`config.mk`:
```
export PLATFORM = sky130hd
export DESIGN_NAME = esp_div_step
export DESIGN_NICKNAME = d
export VERILOG_FILES = /design/src/sv/esp_pkg.sv /design/src/sv/esp_div_step.sv
export SDC_FILE = /design/constraint.sdc
export NUM_CORES = 1
export LEC_CHECK = 0
export BUFFER_PORTS_ARGS = -buffer_cell sky130_fd_sc_hd__buf_2
export CAP_MARGIN = 5
export CORE_AREA = 10 10 226 228
export CTS_CLUSTER_SIZE = 8
export DETAILED_ROUTE_END_ITERATION = 12
export DIE_AREA = 0 0 236 238
export SLEW_MARGIN = 20
export SYNTH_ARGS = -nofsm -noshare
export SYNTH_HDL_FRONTEND = slang
export SYNTH_SLANG_ARGS = --single-unit
```
`constraint.sdc`:
```
create_clock -name clk -period 2.5 [get_ports clk]
set_clock_uncertainty 0.2 [all_clocks]
set_input_delay 0.25 -clock clk [delete_from_list [all_inputs] [get_ports clk]]
set_output_delay 0.25 -clock clk [all_outputs]
set_load 0.02 [all_outputs]
```
`src/sv/esp_pkg.sv`:
```
// Package for the event segment proximity test: codes, widths and shared types.
// Depends on nothing; every other file but esp_if imports it.
package esp_pkg;

    localparam int RADIUS_W = 43;
    localparam int HEIGHT_W = 19;
    localparam int DIST_W = 44;
    localparam int CFG_IDX_W = 2;
    localparam logic [DIST_W-1:0] DIST_MAX = {DIST_W{1'b1}};
    localparam int EYE_HALF_HEIGHT = 24;

    localparam logic [RADIUS_W-1:0] POINT_RAD_RESET = 43'd1048576;
    localparam logic [RADIUS_W-1:0] LINE_RAD_RESET = 43'd1048576;
    localparam logic [HEIGHT_W-1:0] MAX_HEIGHT_RESET = 19'd45;

    localparam logic [CFG_IDX_W-1:0] CFG_POINT_RAD = 2'd0;
    localparam logic [CFG_IDX_W-1:0] CFG_LINE_RAD = 2'd1;
    localparam logic [CFG_IDX_W-1:0] CFG_MAX_HEIGHT = 2'd2;

    typedef enum logic [1:0] {
        REG_BEHIND = 2'd0,
        REG_INTERIOR = 2'd1,
        REG_END = 2'd2,
        REG_POINT = 2'd3
    } esp_region_t;

    typedef struct packed {
        logic        line;
        logic        eye;
        esp_region_t region;
    } esp_ctrl_t;

endpackage

```
`src/sv/esp_div_step.sv`:
```
// One registered restoring-division step for three lanes sharing one divisor.
// Depends on esp_pkg only through the common import convention.
module esp_div_step
    import esp_pkg::*;
#(
    parameter int LW = 42,
    parameter int W = 21,
    parameter int PW = 8
) (
    input  logic          clk,
    input  logic          rst_n,
    input  logic          adv,
    input  logic          valid_i,
    input  logic [LW-1:0] d_i,
    input  logic [LW-1:0] r_i [3],
    input  logic [W-1:0]  n_i [3],
    input  logic [W-1:0]  q_i [3],
    input  logic [PW-1:0] pass_i,
    output logic          valid_o,
    output logic [LW-1:0] d_o,
    output logic [LW-1:0] r_o [3],
    output logic [W-1:0]  n_o [3],
    output logic [W-1:0]  q_o [3],
    output logic [PW-1:0] pass_o
);
    logic          valid_reg;
    logic [LW-1:0] d_reg;
    logic [LW-1:0] r_reg [3], r_next [3];
    logic [W-1:0]  n_reg [3];
    logic [W-1:0]  q_reg [3], q_next [3];
    logic [PW-1:0] pass_reg;
    logic [LW:0]   rs [3];
    logic [LW:0]   rd [3];
    logic          ge [3];

    always_comb
    begin
        for (int k = 0; k < 3; k++)
        begin
            rs[k] = {r_i[k], n_i[k][W-1]};
            ge[k] = rs[k] >= {1'b0, d_i};
            rd[k] = rs[k] - {1'b0, d_i};
            r_next[k] = ge[k] ? rd[k][LW-1:0] : rs[k][LW-1:0];
            q_next[k] = {q_i[k][W-2:0], ge[k]};
        end
    end

    always_ff @(posedge clk or negedge rst_n)
    begin
        if (!rst_n)
        begin
            valid_reg <= 1'b0;
        end
        else if (adv)
        begin
            valid_reg <= valid_i;
        end
    end

    always_ff @(posedge clk)
    begin
        if (adv)
        begin
            d_reg <= d_i;
            pass_reg <= pass_i;
            for (int k = 0; k < 3; k++)
            begin
                r_reg[k] <= r_next[k];
                q_reg[k] <= q_next[k];
                n_reg[k] <= {n_i[k][W-2:0], 1'b0};
            end
        end
    end

    assign valid_o = valid_reg;
    assign d_o = d_reg;
    assign r_o = r_reg;
    assign n_o = n_reg;
    assign q_o = q_reg;
    assign pass_o = pass_reg;
endmodule

```
## Word level (Yosys, flattened, before mapping)

Index checks and enable logic that the tools add are counted.

- Register bits after elaboration: 300
- Latch bits: 0
- Memory bits (writable): 0
- ROM bits: 0
- Input bits: 306
- Output and inout bits: 303
- Logic and storage cells: 21
- Memories: 0

- Add/sub/neg operators: 3
- Multipliers: 0
- Divide/modulo/power cells: 0
- $lt $le $gt $ge: 3
- Eq/ne operators: 0
- Shift-type cells: 0
- Muxes and demuxes: 3
- Bitwise operators: 0
- Reductions and logical operators: 0

Operators with widths:

| operator | count |
|---|---|
| greater-or-equal comparator 43 x 42 -> 1 bit | 3 |
| two-way mux 42 bit | 3 |
| subtractor 42 bit | 3 |

## Depth between registers and ports, before layout

- Word-level depth: 2
- Mapped depth: 15
- Depth with buffers taken out: 13

## Least setup slack after synthesis

No wires, ideal clock.

- Kind: in2reg
- From: in n_i[62] (netlist bit)
- To: reg r_reg (netlist bit r_o[118]), data pin
- Library setup time: 0.260 ns
- Arrival: 2.904 ns
- Required time: 2.040 ns
- Slack: -0.865 ns
- Stages: 12
- Buffers on the path: 0
- Cell sequence: inv_1 -> ha_1 -> inv_1 -> fa_1 -> a211o_1 -> a2111oi_2 -> nor3_1 -> o311a_1 -> o21ai_1 -> a31oi_1 -> a311o_1 -> mux2_4

RTL lines:

| element | line | text |
|---|---|---|
| from (decl) | esp_div_step.sv:16 | `input logic [W-1:0] n_i [3],` |
| to (signal, indexed assignment) | esp_div_step.sv:68 | `r_reg[k] <= r_next[k];` |
| to (decl) | esp_div_step.sv:28 | `logic [LW-1:0] r_reg [3], r_next [3];` |

==> flow_metrics.env <==
export IMPL_ys_warnings_count=0
export IMPL_fin_total_pwr_w=0.0191
export IMPL_reg2reg_from="valid_o"
export IMPL_max_freq_ghz=0.326
export IMPL_layout_min_cycle_time_ps=3070
export IMPL_tightestPinTransition_ps=665
export IMPL_finalSetupViolCount=129
export IMPL_synthDistinctLibCells=89
export IMPL_cts_tree="done"
export IMPL_final_common_cell="buf_2"
export IMPL_rows=79
export IMPL_fin_setup_tns_ps=-52670
export IMPL_end_kind="flip-flop"
export IMPL_fin_ws_ps=-570
export IMPL_cp_slowest_cell="or4_4"
export IMPL_port_buffers=602
export IMPL_drt_iter0_markers=1212
export IMPL_h_tree_depth=2
export IMPL_cts_sinks=300
export IMPL_netlist_area_um2=18300
export IMPL_clockBufferDepth=3
export IMPL_post_route_drc_count=0
export IMPL_cts_buffers=44
export IMPL_crit_path_frequent_cell="or4_4"
export IMPL_drive_gt1_share_pct=50.8
export IMPL_outcome="finished, violations left"
export IMPL_synth_area_leaders="edfxtp_1, ha_1, mux2_4"
export IMPL_hpwl_mm=64.0
export IMPL_wl_mm=86.9
export IMPL_required_ps=2740
export IMPL_synth_top_area_share_pct=49.0
export IMPL_hp_class="input port to flip-flop"
export IMPL_relSlewSlack_pct=55.6
export IMPL_clock_latency_ps=550
export IMPL_grt_pass1_wl_mm=124
export IMPL_async_flop_share_pct=0.333
export IMPL_yosysSeqAreaShare_pct=49.1
export IMPL_grt_pass1_vias=20100
export IMPL_hold_violations=0
export IMPL_ant_nets=0
export IMPL_critical_path_max_stage_delay_ps=520
export IMPL_power_density_nw_per_um2=585
export IMPL_synth_edf_count=299
export IMPL_coreArea_um2=46400
export IMPL_maxCapViolations=0
export IMPL_instances_no_fill=3695
export IMPL_die_w_um=236
export IMPL_overflow=0
export IMPL_initial_core_util_pct=39.5
export IMPL_wl_per_cell_um=23.5
export IMPL_critical_path_max_fanout=3
export IMPL_layout_common_cells="buf_2, buf_4, dlygate4sd3_1"
export IMPL_vias=19400
export IMPL_drt_first_pass_iters=6
export IMPL_drv_slew=0
export IMPL_period_share_pct=123
export IMPL_p_leak_nw=14.7
export IMPL_die_area_um2=56200
export IMPL_crit_family="simple AND/OR/NAND/NOR gates"
export IMPL_cp_start_kind="input port"
export IMPL_place_congestion=0.942
export IMPL_dp_cells=3258
export IMPL_critPathArrivalTime_ps=3310
export IMPL_synth_seq_cells=300
export IMPL_worst_path_buf_inv=5
export IMPL_area_growth_synth_to_final_pct=78.3
export IMPL_track_usage_pct=28.8
export IMPL_antenna_found_initial=6
export IMPL_crit_chain="buf_8 -> clkinvlp_4 -> buf_6 -> ha_4 -> inv_2 -> or4_4 -> or4_4 -> nor4_4 -> a211oi_2 -> o21ai_2 -> a31oi_4 -> buf_12 -> or4_4 -> nand4_1"
export IMPL_cts_root_buffer="clkbuf_16"
export IMPL_yosys_area_top_type="edfxtp_1"
export IMPL_synth_top_flop_cell="edfxtp_1"
export IMPL_finish_net_count=3500
export IMPL_worstHoldStart="n_i[20]"
export IMPL_startpoint="d_i[15]"
export IMPL_avgSynthCellArea_um2=11.4
export IMPL_rsz0062_at_grt="yes"
export IMPL_ioPinCount=609
export IMPL_grt_max_degree=64
export IMPL_peakVddDrop_uv=656
export IMPL_synth_cells=1607
export IMPL_path_class="input port to flip-flop"
export IMPL_path_clk_slew_ps=50
export IMPL_dieHeight_um=238
export IMPL_violations="negative setup slack"
export IMPL_avgViaCountPerCell=5.26
[timing repair]
action / 4_1_cts / 5_1_grt
gates resized for setup: 131 / 200
endpoints found under the hold margin: 315 / 2
buffers inserted: 36 / 30
pin swaps: 39 / 68
gates cloned: 8 / 6
hold buffers: 299 / 2
setup endpoints to repair: 129 / 129
[state kept, by name, summed over array words and instances, names as in the netlist]
name and count:
pass_o 8, q_o 63, valid_o 1, n_o 60, r_o 126, d_o 42
[worst paths after layout]
path,slack [ps],cells after the start,end
min in group asynchronous,380,3,valid_o
min reg2reg,360,1,valid_o
max in group asynchronous,1600,3,valid_o
min,10,4,r_o[0]
max,-570,14,r_o[81]
max reg2reg,1520,1,valid_o
[power breakdown]
group	leakage (nW)	switching, W	internal, W	total [W]
clock	0.585	0.00224	0.00318	0.00542
sequential	2.94	0.000215	0.00628	0.00649
combinational	11.1	0.00371	0.00349	0.00719
total	14.7	0.00616	0.0129	0.0191
[synth_stat cells, drive strengths merged, types with 15 or more instances]
cell type / n
xnor2: 65
a21oi: 168
nor3: 21
clkbuf: 29
and3: 17
ha: 126
buf: 32
o21bai: 28
mux2: 69
xor2: 35
nand2: 114
inv: 77
o21a: 22
edfxtp: 299
o21ai: 93
a211oi: 15
a21o: 71
nand4: 31
nor2: 91
nand3: 27
a31oi: 16
[metrics by stage]
step | setup slack (ps) | utilization (%) | hold slack, ps | cell area [um^2]
after floorplan | -705 | - | -246 | 18900
after global placement | -1240 | 56.4 | -175 | 26200
after detailed placement | -1330 | 56.4 | -174 | 26200
after CTS | -551 | 67.8 | -177 | 31500
after global routing | -623 | 70.5 | 3.63 | 32700
final | -570 | 70.5 | 12.1 | 32700
[tightest hold or removal path, cell delays in order]
cell	delay [ps]
buf_2	110
inv_4	60
ha_4	130
mux2i_1	60
[layer usage]
metal  vias to the layer above  wire (um)  track usage, %
li1                       9021          -               -
met1                      9391      32700            32.5
met5                         -         50               0
met4                         6       3710            11.4
met3                       184       5490            5.60
met2                       817      44900            52.7
[layout make-up]
| class | count | area, um^2 |
|---|---|---|
| clock inverters | 8 | 65.1 |
| clock buffers | 54 | 1140 |
| well taps | 607 | 759 |
| inverters | 77 | 344 |
| repair buffers | 1471 | 11000 |
| flip-flops and latches | 300 | 9000 |
| fillers | 3369 | 13700 |
| diodes | 7 | 17.5 |
| multi-input cells | 1171 | 10300 |
[logic make-up after synthesis]
family | count (synthesis) | share of synthesized area (%)
compound gates | 493 | 17.8
xor+xnor | 100 | 4.78
fa+ha+maj | 129 | 8.93
buf+inv | 138 | 3.73
flops | 300 | 49.1
mux | 71 | 5.66
other cells | 1 | 0.0205
simple gates | 375 | 9.96
Note: power is estimated with default switching activity, not from simulation.
