`src/sv/esp_pkg.sv`:
```
// Package for the event segment proximity test: codes, widths and shared types.
// Depends on nothing; every other file but esp_if imports it.
package esp_pkg;

    localparam int RADIUS_W = 43;
    localparam int HEIGHT_W = 19;
    localparam int DIST_W = 44;
    localparam int CFG_IDX_W = 2;
    localparam logic [DIST_W-1:0] DIST_MAX = {DIST_W{1'b1}};
    localparam int EYE_HALF_HEIGHT = 24;

    localparam logic [RADIUS_W-1:0] POINT_RAD_RESET = 43'd1048576;
    localparam logic [RADIUS_W-1:0] LINE_RAD_RESET = 43'd1048576;
    localparam logic [HEIGHT_W-1:0] MAX_HEIGHT_RESET = 19'd45;

    localparam logic [CFG_IDX_W-1:0] CFG_POINT_RAD = 2'd0;
    localparam logic [CFG_IDX_W-1:0] CFG_LINE_RAD = 2'd1;
    localparam logic [CFG_IDX_W-1:0] CFG_MAX_HEIGHT = 2'd2;

    typedef enum logic [1:0] {
        REG_BEHIND = 2'd0,
        REG_INTERIOR = 2'd1,
        REG_END = 2'd2,
        REG_POINT = 2'd3
    } esp_region_t;

    typedef struct packed {
        logic        line;
        logic        eye;
        esp_region_t region;
    } esp_ctrl_t;

endpackage

```
`src/sv/esp_if.sv`:
```


interface esp_rsp_if #(parameter int COORD_BITS = 20) ();
    logic                         valid;
    logic                         ready;
    logic                         hit;
    logic [1:0]                   region;
    logic signed [COORD_BITS-1:0] closest_x;
    logic signed [COORD_BITS-1:0] closest_y;
    logic signed [COORD_BITS-1:0] closest_z;
    logic [43:0]                  dist_sq;

    modport source (output valid, hit, region, closest_x, closest_y, closest_z, dist_sq,
                    input ready);
    modport sink (input valid, hit, region, closest_x, closest_y, closest_z, dist_sq,
                  output ready);
endinterface

```
`src/sv/esp_back.sv`:
```
// Back stages: closest point, distances, hit decision and the response register.
// Depends on esp_pkg and esp_rsp_if.
module esp_back
    import esp_pkg::*;
#(
    parameter int COORD_BITS = 20
) (
    input  logic                         clk,
    input  logic                         rst_n,
    input  logic                         adv,
    input  logic                         valid_i,
    input  esp_ctrl_t                    ctrl_i,
    input  logic signed [COORD_BITS-1:0] s_i [3],
    input  logic signed [COORD_BITS-1:0] e_i [3],
    input  logic signed [COORD_BITS-1:0] p_i [3],
    input  logic [2:0]                   ln_neg_i,
    input  logic [COORD_BITS:0]          q_i [3],
    input  logic [RADIUS_W-1:0]          rad_i,
    input  logic [2*COORD_BITS+1:0]      pdist_i,
    input  logic [HEIGHT_W-1:0]          max_height,
    output logic                         valid_o,
    esp_rsp_if.source                    rsp
);
    localparam int C = COORD_BITS;
    localparam int W = C + 1;
    localparam int LW = 2 * C + 2;
    localparam int DW = (LW > DIST_W) ? LW : DIST_W;
    localparam int HW = (W > HEIGHT_W) ? W : HEIGHT_W;

    logic [3:0]          v_reg;
    esp_ctrl_t           ctrl1_reg, ctrl2_reg, ctrl3_reg;
    logic [RADIUS_W-1:0] rad1_reg, rad2_reg, rad3_reg;
    logic [LW-1:0]       pd1_reg, pd2_reg, pd3_reg;
    logic signed [C-1:0] c1_reg [3], c2_reg [3], c3_reg [3];
    logic signed [C-1:0] c1_next [3];
    logic signed [W-1:0] cw [3];
    logic signed [C-1:0] p1_reg [3];
    logic signed [W-1:0] dx2_reg, dy2_reg;
    logic signed [C+1:0] dz_next;
    logic [HW-1:0]       adz2_reg, adz3_reg, adz2_next;
    logic signed [2*W-1:0] sqx3_reg, sqy3_reg;
    logic [DW-1:0]       dist_sum;
    logic                hit_next;

    logic                hit_reg;
    logic [1:0]          region_reg;
    logic signed [C-1:0] cx_reg, cy_reg, cz_reg;
    logic [DIST_W-1:0]   dist_reg;

    always_comb
    begin
        for (int k = 0; k < 3; k++)
        begin
            cw[k] = ln_neg_i[k] ? (W'(s_i[k]) - $signed(q_i[k]))
                                : (W'(s_i[k]) + $signed(q_i[k]));
            c1_next[k] = (ctrl_i.region == REG_INTERIOR) ? cw[k][C-1:0]
                       : (ctrl_i.region == REG_END) ? e_i[k] : s_i[k];
        end
        dz_next = (C+2)'(p1_reg[2]) - (C+2)'(c1_reg[2])
                + (ctrl1_reg.eye ? (C+2)'(EYE_HALF_HEIGHT) : '0);
        adz2_next = dz_next[C+1] ? HW'(-dz_next) : HW'(dz_next);
        hit_next = 1'b0;
        dist_sum = '0;
        unique case (ctrl3_reg.region)
            REG_POINT:
            begin
                dist_sum = DW'(pd3_reg);
                hit_next = dist_sum <= DW'(rad3_reg);
            end
            REG_BEHIND:
            begin
                dist_sum = '0;
                hit_next = 1'b0;
            end
            REG_INTERIOR, REG_END:
            begin
                dist_sum = DW'($unsigned(sqx3_reg)) + DW'($unsigned(sqy3_reg));
                hit_next = (dist_sum <= DW'(rad3_reg)) && (adz3_reg < HW'(max_height));
            end
            default:
            begin
                dist_sum = '0;
                hit_next = 1'b0;
            end
        endcase
    end

    always_ff @(posedge clk or negedge rst_n)
    begin
        if (!rst_n)
        begin
            v_reg <= '0;
        end
        else if (adv)
        begin
            v_reg <= {v_reg[2:0], valid_i};
        end
    end

    always_ff @(posedge clk)
    begin
        if (adv)
        begin
            ctrl1_reg <= ctrl_i;
            ctrl2_reg <= ctrl1_reg;
            ctrl3_reg <= ctrl2_reg;
            rad1_reg <= rad_i;
            rad2_reg <= rad1_reg;
            rad3_reg <= rad2_reg;
            pd1_reg <= pdist_i;
            pd2_reg <= pd1_reg;
            pd3_reg <= pd2_reg;
            for (int k = 0; k < 3; k++)
            begin
                c1_reg[k] <= c1_next[k];
                c2_reg[k] <= c1_reg[k];
                c3_reg[k] <= c2_reg[k];
                p1_reg[k] <= p_i[k];
            end
            dx2_reg <= W'(p1_reg[0]) - W'(c1_reg[0]);
            dy2_reg <= W'(p1_reg[1]) - W'(c1_reg[1]);
            adz2_reg <= adz2_next;
            adz3_reg <= adz2_reg;
            sqx3_reg <= dx2_reg * dx2_reg;
            sqy3_reg <= dy2_reg * dy2_reg;
            hit_reg <= hit_next;
            region_reg <= ctrl3_reg.region;
            if (ctrl3_reg.region == REG_BEHIND)
            begin
                cx_reg <= '0;
                cy_reg <= '0;
                cz_reg <= '0;
            end
            else
            begin
                cx_reg <= c3_reg[0];
                cy_reg <= c3_reg[1];
                cz_reg <= c3_reg[2];
            end
            dist_reg <= (dist_sum > DW'(DIST_MAX)) ? DIST_MAX : dist_sum[DIST_W-1:0];
        end
    end

    assign valid_o = v_reg[3];
    assign rsp.valid = v_reg[3];
    assign rsp.hit = hit_reg;
    assign rsp.region = region_reg;
    assign rsp.closest_x = cx_reg;
    assign rsp.closest_y = cy_reg;
    assign rsp.closest_z = cz_reg;
    assign rsp.dist_sq = dist_reg;
endmodule

```
`src/flat_wrapper.sv`:
```
// flat-port wrapper written by rule: the top's interface ports become plain ports
module esp_back_flat import esp_pkg::*;
#(
    parameter int COORD_BITS = 20
)
  (clk, rst_n, adv, valid_i, ctrl_i, s_i, e_i, p_i, ln_neg_i, q_i, rad_i, pdist_i, max_height, valid_o, rsp_valid, rsp_hit, rsp_region, rsp_closest_x, rsp_closest_y, rsp_closest_z, rsp_dist_sq, rsp_ready);
  esp_rsp_if #(.COORD_BITS(COORD_BITS)) rsp_i ();
  input  logic clk;
  input  logic rst_n;
  input  logic adv;
  input  logic valid_i;
  input  esp_ctrl_t ctrl_i;
  input  logic signed [COORD_BITS-1:0] s_i[3];
  input  logic signed [COORD_BITS-1:0] e_i[3];
  input  logic signed [COORD_BITS-1:0] p_i[3];
  input  logic [2:0] ln_neg_i;
  input  logic [COORD_BITS:0] q_i[3];
  input  logic [RADIUS_W-1:0] rad_i;
  input  logic [2*COORD_BITS+1:0] pdist_i;
  input  logic [HEIGHT_W-1:0] max_height;
  output logic valid_o;
  output wire logic [$bits(rsp_i.valid)-1:0] rsp_valid;
  output wire logic [$bits(rsp_i.hit)-1:0] rsp_hit;
  output wire logic [$bits(rsp_i.region)-1:0] rsp_region;
  output wire logic [$bits(rsp_i.closest_x)-1:0] rsp_closest_x;
  output wire logic [$bits(rsp_i.closest_y)-1:0] rsp_closest_y;
  output wire logic [$bits(rsp_i.closest_z)-1:0] rsp_closest_z;
  output wire logic [$bits(rsp_i.dist_sq)-1:0] rsp_dist_sq;
  input wire logic [$bits(rsp_i.ready)-1:0] rsp_ready;
  assign rsp_valid = rsp_i.valid;
  assign rsp_hit = rsp_i.hit;
  assign rsp_region = rsp_i.region;
  assign rsp_closest_x = rsp_i.closest_x;
  assign rsp_closest_y = rsp_i.closest_y;
  assign rsp_closest_z = rsp_i.closest_z;
  assign rsp_dist_sq = rsp_i.dist_sq;
  assign rsp_i.ready = rsp_ready;
  esp_back #(.COORD_BITS(COORD_BITS)) u_core (.clk(clk), .rst_n(rst_n), .adv(adv), .valid_i(valid_i), .ctrl_i(ctrl_i), .s_i(s_i), .e_i(e_i), .p_i(p_i), .ln_neg_i(ln_neg_i), .q_i(q_i), .rad_i(rad_i), .pdist_i(pdist_i), .max_height(max_height), .valid_o(valid_o), .rsp(rsp_i));
endmodule
```
`config.mk`:
```
export PLATFORM = sky130hd
export DESIGN_NAME = esp_back_flat
export DESIGN_NICKNAME = d
export VERILOG_FILES = /design/src/sv/esp_pkg.sv /design/src/sv/esp_if.sv /design/src/sv/esp_back.sv /design/src/flat_wrapper.sv
export SDC_FILE = /design/constraint.sdc
export NUM_CORES = 2
export LEC_CHECK = 0
export BUFFER_PORTS_ARGS = -buffer_cell sky130_fd_sc_hd__buf_2
export CAP_MARGIN = 20
export CORE_ASPECT_RATIO = 1.1
export CORE_MARGIN = 8
export CORE_UTILIZATION = 30
export CTS_CLUSTER_DIAMETER = 30
export DETAILED_ROUTE_END_ITERATION = 16
export GPL_TIMING_DRIVEN = 0
export HOLD_SLACK_MARGIN = 0.08
export PLACE_DENSITY_LB_ADDON = 0.3
export SYNTH_ARGS = -nofsm -noshare
export SYNTH_HDL_FRONTEND = slang
export SYNTH_SLANG_ARGS = --single-unit
```
`constraint.sdc`:
```
create_clock -name clk -period 18 [get_ports clk]
set_clock_uncertainty 0.2 [all_clocks]
set_input_delay 3.6 -clock clk [delete_from_list [all_inputs] [get_ports clk]]
set_output_delay 3.6 -clock clk [all_outputs]
set_load 0.01 [all_outputs]
```
* Word level (Yosys, flattened, before mapping)
Memories as Yosys holds them, arrays and structs flattened. A register that Yosys moved wholly into a read port is not among the register bits.
Index checks and enable logic that the tools add are counted.
** Word-level totals
- Bits in writable memories :: 240
- Input bits :: 359
- Memories :: 4
- Output and inout port bits :: 109
- Flip-flop bits (word level) :: 481
** Operators by class
- $lt $le $gt $ge :: 4
- $mul :: 2
- Add/subtract/negate cells :: 12
- Equal/unequal tests :: 5
- Multiplexer cells :: 15
- Reduce and logical (&&, ||, !) cells :: 3
** Memory list
- u_core.c1_reg :: depth 3, bits a word 20, rd ports 3, clocked after memory_dff 0, write ports 3, line esp_back.sv:34 : logic signed [C-1:0] c1_reg [3], c2_reg [3], c3_reg [3];
- u_core.c2_reg :: depth 3, bits a word 20, rd ports 3, clocked after memory_dff 0, write ports 3, line esp_back.sv:34
- u_core.c3_reg :: depth 3, bits a word 20, rd ports 3, clocked after memory_dff 3, write ports 3, line esp_back.sv:34
- u_core.p1_reg :: depth 3, bits a word 20, rd ports 3, clocked after memory_dff 0, write ports 3, line esp_back.sv:37 : logic signed [C-1:0] p1_reg [3];
** Operators with widths (count)
- $mux W20 :: 9
- $pmux W44 S3 :: 1
- $mul A21 B21 Y42 :: 2
- $sub A20 B20 Y21 :: 3
- $add A20 B20 Y20 :: 3
- $sub A20 B20 Y20 :: 3
- $gt A44 B44 Y1 const B :: 1
- $le A44 B43 Y1 :: 1
- $add A42 B42 Y43 :: 1
- $le A42 B43 Y1 :: 1
- $add A21 B6 Y22 :: 1
- $lt A21 B19 Y1 :: 1
- $mux W21 :: 1
- $neg A21 Y21 :: 1
- $eq A2 B2 Y1 const B :: 3
- $mux W5 :: 1
- $eq A2 B1 Y1 const B :: 2
- $pmux W1 S3 :: 1
- $logic_not A2 Y1 :: 1
- $mux W1 :: 2
- $reduce_or A2 Y1 :: 1
- $logic_and A1 B1 Y1 :: 1

* Depth between registers and ports, before layout
An unclocked memory read counts as a cell.
- Depth after elaboration :: 5
- Depth in mapped cells :: 29

* Least setup slack after synthesis
Ideal clock, no wire load.
- Kind :: reg2reg
- Start point :: register u_core.dy2_reg[3]
- End point :: register u_core.sqy3_reg[31], data pin
- Slack :: 10.463 ns
- Required time :: 17.528 ns
- Stages on the path, launching flop included :: 26
- Setup time :: 0.272 ns
- Period minus slack after synthesis :: 7.537 ns
- Arrival :: 7.065 ns
- Cell sequence :: edfxtp_1 > clkbuf_1 > clkbuf_1 > nand2_1 > inv_1 > fa_1 > fa_1 > inv_1 > fa_1 > inv_1 > fa_1 > fa_1 > fa_1 > inv_1 > fa_1 > inv_1 > ha_1 > clkbuf_1 > a21o_1 > a2111oi_0 > o21ai_1 > a31oi_2 > nor2b_2 > or3_1 > and4_1 > or4_1
** Between the ends
- Cells in the longest elaborated chain, start to end :: 1
** RTL lines
- start, declared :: line esp_back.sv:38 : logic signed [W-1:0] dx2_reg, dy2_reg;
- start signal, assigned :: line esp_back.sv:121 : dy2_reg <= W'(p1_reg[1]) - W'(c1_reg[1]);
- $mul A21 B21 Y42 :: line esp_back.sv:125 : sqy3_reg <= dy2_reg * dy2_reg;
- end signal, assigned :: line esp_back.sv:125
- end, declared :: line esp_back.sv:41 : logic signed [2*W-1:0] sqx3_reg, sqy3_reg;
No other way between the ends.
A chain may end at the register's enable or synchronous reset.

* Final worst setup path
- Start point :: register u_core.dy2_reg[3]
- End point :: register u_core.sqy3_reg[40], data pin
The elaborated chain is that of the path after synthesis.

==> results.yml <==
drt:
  drt_pass1_iterations: 5
  vias_per_cell: 4.70
  drc: 0
  vias: 46500
  drtIter0Drc: 3399
  ant_nets: 0
  wl_per_cell_um: 21.1
  postRouteWirelength_um: 208000
sta:
  timing.fmax_ghz: 0.101
  slew_violations: 0
  hold_violations: 0
  setup_viol: 0
  tightest_slew_ps: 1020
  grt_setup_unrepaired: "false"
  setup_tns_ps: 0
  fin_crit_sh: 0.552
  max_slew_margin: 0.318
  fin_crit_ps: 9940
worst_setup_path:
  path_class: "flop to flop"
  critPathMaxFanout: 10
  crit_arrival_ps: 10220
  rr_startpoint: "u_core.dy2_reg[3]"
  cp-startpoint: "u_core.dy2_reg[3]"
  start_kind: "flop"
  cp.required_ps: 18280
  endpoint_kind: "flop"
synth:
  synthTopCellsByArea: "edfxtp_1, fa_1, ha_1, inv_1, xnor2_1"
  ys_ff_latch: 778
  synth_cell_type_count: 86
  ys_seq_area_frac: 0.346
  syn_inst: 6126
  async_reset_ff_frac: 0.00514
  synth_top_area_frac: 0.345
  postSynthAreaPerCell_um2: 11.0
  synth_fp_nets: 7869
  synth_top_cell_by_area: "edfxtp_1"
  ys_warn_count: 0
  netlist_area_mm2: 0.0675
  synth_edf_count: 774
  ys.flop_type: "edfxtp_1"
run_status:
  status: "complete, no violations"
die:
  design.die.area_mm2: 0.240
  initial_core_util: 0.302
  fp.dieH_um: 513
  rows: 182
  num_io_pins: 468
  die_w_um: 468
  core_mm2: 0.224
final_layout:
  mostFrequentLayoutCell: "inv_1"
  drive_gt1_frac: 0.119
  syn_to_final_growth_pct: 19.0
  fill_cells: 22300
  fin_nets: 8521
  fin_util: 0.359
  layout_common_cells: "inv_1, fa_1, edfxtp_1"
clocking:
  cts_root_buf: "clkbuf_16"
  ctsHoldBuffers: 0
  cts_max_level: 4
  ctsResizeCount: 0
  cts_setup_buffers: 0
  cts_buffers: 183
  clk_path_buf_depth: 3
  cts_sinks: 778
  clkTransAtPathRegs_ps: 50
  clkLatencyLatePin_ps: 810
  cts_tree: "built"
grt:
  grt_max_degree: 123
  grt_pass1_wl_um: 309000
  grt_pass1_vias: 50000
  grt_usage: 0.171
  grt_antenna_before_repair: 73
  grt_overflow: 0
placement:
  dp_hpwl_um: 174000
  portBuffers: 458
  gp_congestion: 0.990
hold_path:
  hp-start: "u_core.pd2_reg[39]"
  min_path_type: "flop to flop"
flow_run:
  drv_cap: 0
critical path, stage by stage (launching register included):
cell	delay (ps)
edfxtp_1	610
clkbuf_1	560
clkbuf_1	660
nand2_1	210
fa_1	570
inv_1	50
fa_1	500
inv_1	50
fa_1	540
inv_1	60
fa_1	500
inv_1	50
fa_1	480
inv_1	60
fa_1	520
inv_1	60
fa_1	530
inv_1	50
ha_1	420
o2111ai_1	140
o21ai_0	690
o211ai_1	300
a211oi_1	550
o221ai_1	320
o21ai_0	330
nor4_1	90
a21oi_1	150
xor2_1	400
cell usage after synthesis (all sizes together) (7+ instances only):
master / number
inv: 1340
fa: 837
edfxtp: 774
ha: 547
nand2: 465
nor2: 264
xnor2: 240
a21oi: 223
o21ai: 182
clkbuf: 135
and2: 131
a21o: 120
nor2b: 116
xor2: 87
nor3: 51
mux2i: 45
nand2b: 43
nand3: 41
a22o: 39
o21a: 38
a211oi: 37
a31oi: 37
o211ai: 34
o21bai: 31
nand4: 27
and3: 23
o31ai: 14
or2: 14
or3: 14
mux2: 13
nor4: 13
o22ai: 13
buf: 12
a31o: 11
o31a: 11
a2111oi: 10
or4: 9
a221oi: 7
area by class of cell:
cell class                      count  area [um2]  area share
Tap cell                         2944        3680      0.0459
Clock inverter                    140        1890      0.0235
Timing Repair Buffer              467        2530      0.0316
Sequential cell                   778       23300       0.291
Multi-Input combinational cell   3856       38500       0.480
Antenna cell                       20        50.0    0.000624
Buffer                            147         567     0.00706
Clock buffer                      197        4630      0.0577
Inverter                         1345        5050      0.0629
final timing paths:
path                       slack, ps             endpoint  cells after the start
setup / recovery                8060  u_core.sqy3_reg[40]                     27
hold / removal                   170   u_core.pd3_reg[39]                      0
setup reg to reg                8060  u_core.sqy3_reg[40]                     27
hold reg to reg                  170   u_core.pd3_reg[39]                      0
max in group asynchronous      15100      u_core.v_reg[0]                      1
min in group asynchronous       2370      u_core.v_reg[3]                      1
layer usage:
layer,track usage,part of all wire,vias up
li1,-,-,21300
met1,0.216,0.42,23100
met2,0.272,0.45,1609
met3,0.0533,0.084,386
met4,0.0678,0.044,54
met5,0,0.0017,-
logic make-up after synthesis:
group | share of synthesized area
buf+inv | 0.0832
flops | 0.346
other cells | 0.0000556
mux | 0.00885
xor+xnor | 0.0426
simple gates | 0.0863
compound gates | 0.0831
fa+ha+maj | 0.350
metrics by stage:
| step | area (um2) | worst slack, ps | hold WS, ps | instances |
|---|---|---|---|---|
| after floorplan | 67500 | 10460 | 200 | 6126 |
| after global placement | 73400 | 127 | 200 | 9528 |
| after CTS | 80200 | 7970 | 172 | 9874 |
| after global routing | 80200 | 7500 | 194 | 9877 |
| final | 80200 | 8060 | 173 | 9894 |
| after detailed placement | 73700 | 8040 | 205 | 9537 |
Power is not shown: default switching activity piles up to over one toggle a cycle in this logic, so the estimate is an artifact.
